==> config.mk <==
export PLATFORM = sky130hd
export DESIGN_NAME = pcf_ctrl
export DESIGN_NICKNAME = d
export VERILOG_FILES = /design/src/rtl/pcf_pkg.sv /design/src/rtl/pcf_ctrl.sv
export SDC_FILE = /design/constraint.sdc
export NUM_CORES = 1
export LEC_CHECK = 0
export ABC_AREA = 1
export BUFFER_PORTS_ARGS = -buffer_cell sky130_fd_sc_hd__clkbuf_2
export CAP_MARGIN = 20
export CORE_AREA = 10 10 47 49
export CTS_CLUSTER_SIZE = 8
export DETAILED_ROUTE_END_ITERATION = 6
export DIE_AREA = 0 0 57 59
export PLACE_DENSITY = 0.37
export SLEW_MARGIN = 20
export SYNTH_ARGS = -nofsm -noshare
export SYNTH_HDL_FRONTEND = slang
export SYNTH_SLANG_ARGS = --single-unit
export TNS_END_PERCENT = 20
==> constraint.sdc <==
create_clock -name clock -period 0.9 [get_ports clock]
set_clock_uncertainty 0.05 [all_clocks]
set_input_delay 0.09 -clock clock [delete_from_list [all_inputs] [get_ports clock]]
set_output_delay 0.09 -clock clock [all_outputs]
set_load 0.02 [all_outputs]
==> src/rtl/pcf_pkg.sv <==
package pcf_pkg;

   localparam int LEVEL_W = 4;
   localparam int WORD_W  = 10;

   localparam logic [1:0] FUNC_READ   = 2'd0;
   localparam logic [1:0] FUNC_WRITE  = 2'd1;
   localparam logic [1:0] FUNC_SAMPLE = 2'd2;

   localparam logic [WORD_W-1:0] W_CONFIG = 10'h000;
   localparam logic [WORD_W-1:0] W_CTL    = 10'h001;
   localparam logic [WORD_W-1:0] W_THRESH = 10'h002;
   localparam logic [WORD_W-1:0] W_LEVEL  = 10'h003;
   localparam logic [WORD_W-1:0] W_ERROR  = 10'h004;
   localparam logic [WORD_W-1:0] W_WARN   = 10'h005;
   localparam logic [WORD_W-1:0] W_DETECT = 10'h006;
   localparam logic [WORD_W-1:0] W_IRQEN  = 10'h007;
   localparam logic [WORD_W-1:0] W_OUT01  = 10'h008;
   localparam logic [WORD_W-1:0] W_PORT   = 10'h009;
   localparam logic [WORD_W-1:0] W_OUT45  = 10'h00A;
   localparam logic [WORD_W-1:0] W_OUT67  = 10'h00B;

   localparam int CFG_CLEAR_BIT = 31;
   localparam int CTL_DMA_BIT   = 24;

   typedef struct packed {
      logic clear;
      logic capture;
      logic execute;
   } cmd_type;

   typedef struct packed {
      logic clear_last;
   } status_type;

endpackage

==> src/rtl/pcf_ctrl.sv <==
module pcf_ctrl (
   input  logic               clock,
   input  logic               reset,
   input  logic               start,
   output logic               busy,
   input  pcf_pkg::status_type status,
   output pcf_pkg::cmd_type    cmd
);
   import pcf_pkg::*;

   typedef enum logic [2:0] {
      ST_CLEAR = 3'b001,
      ST_IDLE  = 3'b010,
      ST_EXEC  = 3'b100
   } state_type;

   state_type state_ff, state_in;

   always_comb begin
      state_in = state_ff;
      unique case (state_ff)
         ST_CLEAR: begin
            if (status.clear_last) state_in = ST_IDLE;
         end
         ST_IDLE: begin
            if (start) state_in = ST_EXEC;
         end
         ST_EXEC: begin
            state_in = ST_IDLE;
         end
         default: begin
            state_in = ST_CLEAR;
         end
      endcase
   end

   always_ff @(posedge clock) begin
      if (reset) begin
         state_ff <= ST_CLEAR;
      end else begin
         state_ff <= state_in;
      end
   end

   assign busy        = (state_ff != ST_IDLE);
   assign cmd.clear   = (state_ff == ST_CLEAR);
   assign cmd.capture = (state_ff == ST_IDLE) && start;
   assign cmd.execute = (state_ff == ST_EXEC);

endmodule

==> impl_metrics.toml <==
[synth]
synth-seq-area-share_pct = 34.5
syn_area_um2 = 174
synth_seq_cells = 3
yosysUniqueCellTypes = 11
synthCells = 28
synth_top_area_cell = "dfxtp_1"
synth_area_leaders = "dfxtp_1, inv_1, nand3_1"
synth_warnings = 0
yosys.area.top_type_share_pct = 34.5
synth_area_per_cell_um2 = 6.21
synth_fp_nets = 32

[routing]
ant_nets = 0
viasPerCell = 3.47
wl_per_cell_um = 7.81
drt-total-wl_um = 445
vias = 198
dr.pass1.iters = 2
drt_iter0_markers = 1
drc = 0

[layout]
area_delta_synth_final_pct = 82.7
largest_register_ffs = 3
final_cell_area_um2 = 318
fill_cells = 176
regMostFlops = "state_ff"
final_nets = 46
n_antenna_cell = 0
top_regs = "state_ff: 3 flops"
drive_gt1_share_pct = 48.8
layout_common_cells = "inv_1, nand3_1, nand2_1"
final_util_pct = 22.7
layout_commonest_cell = "inv_1"

[grt]
grt_antenna_before_repair = 0
grt_pass1_wl_um = 772
grt_pass1_vias = 211
overflow = 0
grt_max_degree = 7
grt_usage_pct = 3.27

[setup_path]
reg2regPathDepth = 5
crit_type = "reg -> out"
cp.arrival_ns = 1.01
timing.critical_path.from = "state_ff[1]$_SDFFE_PP0P_"
end_kind = "primary output"
cp-start-kind = "flip-flop"
critPathMaxFanout = 4
crit_path_end = "cmd[1]"
rr_endpoint = "state_ff[2]$_SDFFE_PP0P_"
timing.rr.start = "state_ff[1]$_SDFFE_PP0P_"
worstPathRequired_ns = 0.76
r2r_slack_ns = -0.01

[pwr]
p_sw_mw = 0.202
p_sw_share_pct = 33.1
finalPower_mw = 0.610
p_int_mw = 0.408
p_comb_share_pct = 31.0
power.share.clock_pct = 38.7
power.density_mw_per_mm2 = 1920
seqPwrFrac_pct = 30.3
power_leakage_nw = 0.165
peakVddDrop_uv = 594

[clock_tree]
cts.htree.levels = 1
clk_pin_slew_worst_paths_ns = 0.04
cts_tree = "built"
cts_setup_buffers = 0
cts_made_buffers = 3
insertion_delay_ns = 0.23
cts_buffer_depth = 2
cts_root_buf = "clkbuf_4"
cts.sinks = 3

[sta]
rsz0062_at_grt = "yes"
tns_ns = -0.800
hold_viol_final = 0
min_period_ns = 1.15
period_share_pct = 127
max_freq_mhz = 873
slew_violations = 0
finalWorstSetupSlack_ns = -0.246
slew_headroom_pct = 89.6
holdWs_ns = 0.111
worstMarginPinSlew_ns = 0.156
setup_violations = 5

[die]
initial_core_util_pct = 12.4
io-pin-count = 8
num_rows = 14
die_x_um = 57
die_area_mm2 = 0.00336
core_region_area_mm2 = 0.00140
die_y_um = 59

[placement]
gp_congestion = 0.710
dpl_cell_area_um2 = 254
portBuffers = 7

[status]
violations = "negative setup slack"
status = "finished with violations"

[flow_run]
cap_viol_max_count = 0

[min_path]
hold_class = "in -> reg"
routing by layer:
layer,vias to the layer above,share of wire (%),GRT usage [%]
li1,110,-,-
met1,87,32,2.00
met2,1,63,5.43
met3,0,4.3,2.58
met4,0,0,4.03
met5,-,0,0
critical path, stage by stage (launching register included):
cell	delay (ns)
dfxtp_2	0.33
inv_2	0.05
nor2_4	0.10
nand2_4	0.08
nor2_4	0.09
buf_8	0.11
kinds of logic (layout without fill, tap and decap cells):
family                 count (synthesis)  in the layout  share of synthesized area [%]
DFF                                    3              3                           34.5
and+or+nand+nor                       15             15                           42.5
buffers and inverters                  8             21                           17.3
AOI/OAI and AO/OA                      2              2                           5.75
worst min path at each step:
stage	cells after the start	start	endpoint
floorplan	1	reset	state_ff[2]$_SDFFE_PP0P_
global placement	2	reset	state_ff[2]$_SDFFE_PP0P_
detailed placement	2	reset	state_ff[2]$_SDFFE_PP0P_
CTS	3	start	state_ff[2]$_SDFFE_PP0P_
global route	4	status	state_ff[0]$_SDFFE_PP1P_
finish	3	start	state_ff[2]$_SDFFE_PP0P_
power by group through the flow:
| stage | clock [mW] | sequential, mW | combinational (mW) |
|---|---|---|---|
| after floorplan | 0 | 0.177 | 0.125 |
| after global placement | 0 | 0.183 | 0.174 |
| after detailed placement | 0 | 0.181 | 0.171 |
| after CTS | 0.253 | 0.183 | 0.187 |
| after global routing | 0.261 | 0.188 | 0.210 |
| final | 0.236 | 0.185 | 0.189 |
cells in the mapped netlist:
cell type / instances
nor3_2: 1
inv_2: 1
o21ai_0: 1
inv_1: 7
nand3_1: 5
nand2_2: 1
dfxtp_1: 3
a21oi_1: 1
nand2_1: 5
nor2_2: 1
nor2_1: 2
final cells by class:
cell class,instances,area (um2),area share [%]
Sequential cell,3,66.3,20.9
Tap cell,16,20.0,6.30
Clock buffer,4,26.3,8.27
Multi-Input combinational cell,17,101,31.9
Timing Repair Buffer,9,73.8,23.2
Inverter,8,30.0,9.45
what timing repair did:
| item | 4_1_cts | 5_1_grt |
|---|---|---|
| resized for setup | 7 | 7 |
| endpoints found under the setup margin | 6 | 7 |
| endpoints found under the hold margin | 1 | 0 |
| hold buffers | 1 | 0 |
through the flow:
| step | cells | setup slack, ns |
|---|---|---|
| 3_3_place_gp | 52 | -0.0751 |
| 5_1_grt | 57 | -0.304 |
| 3_5_place_dp | 52 | -0.0614 |
| 6_report | 57 | -0.246 |
| 2_1_floorplan | 28 | 0.0152 |
| 4_1_cts | 57 | -0.274 |
(Power assumes the default switching activity.)
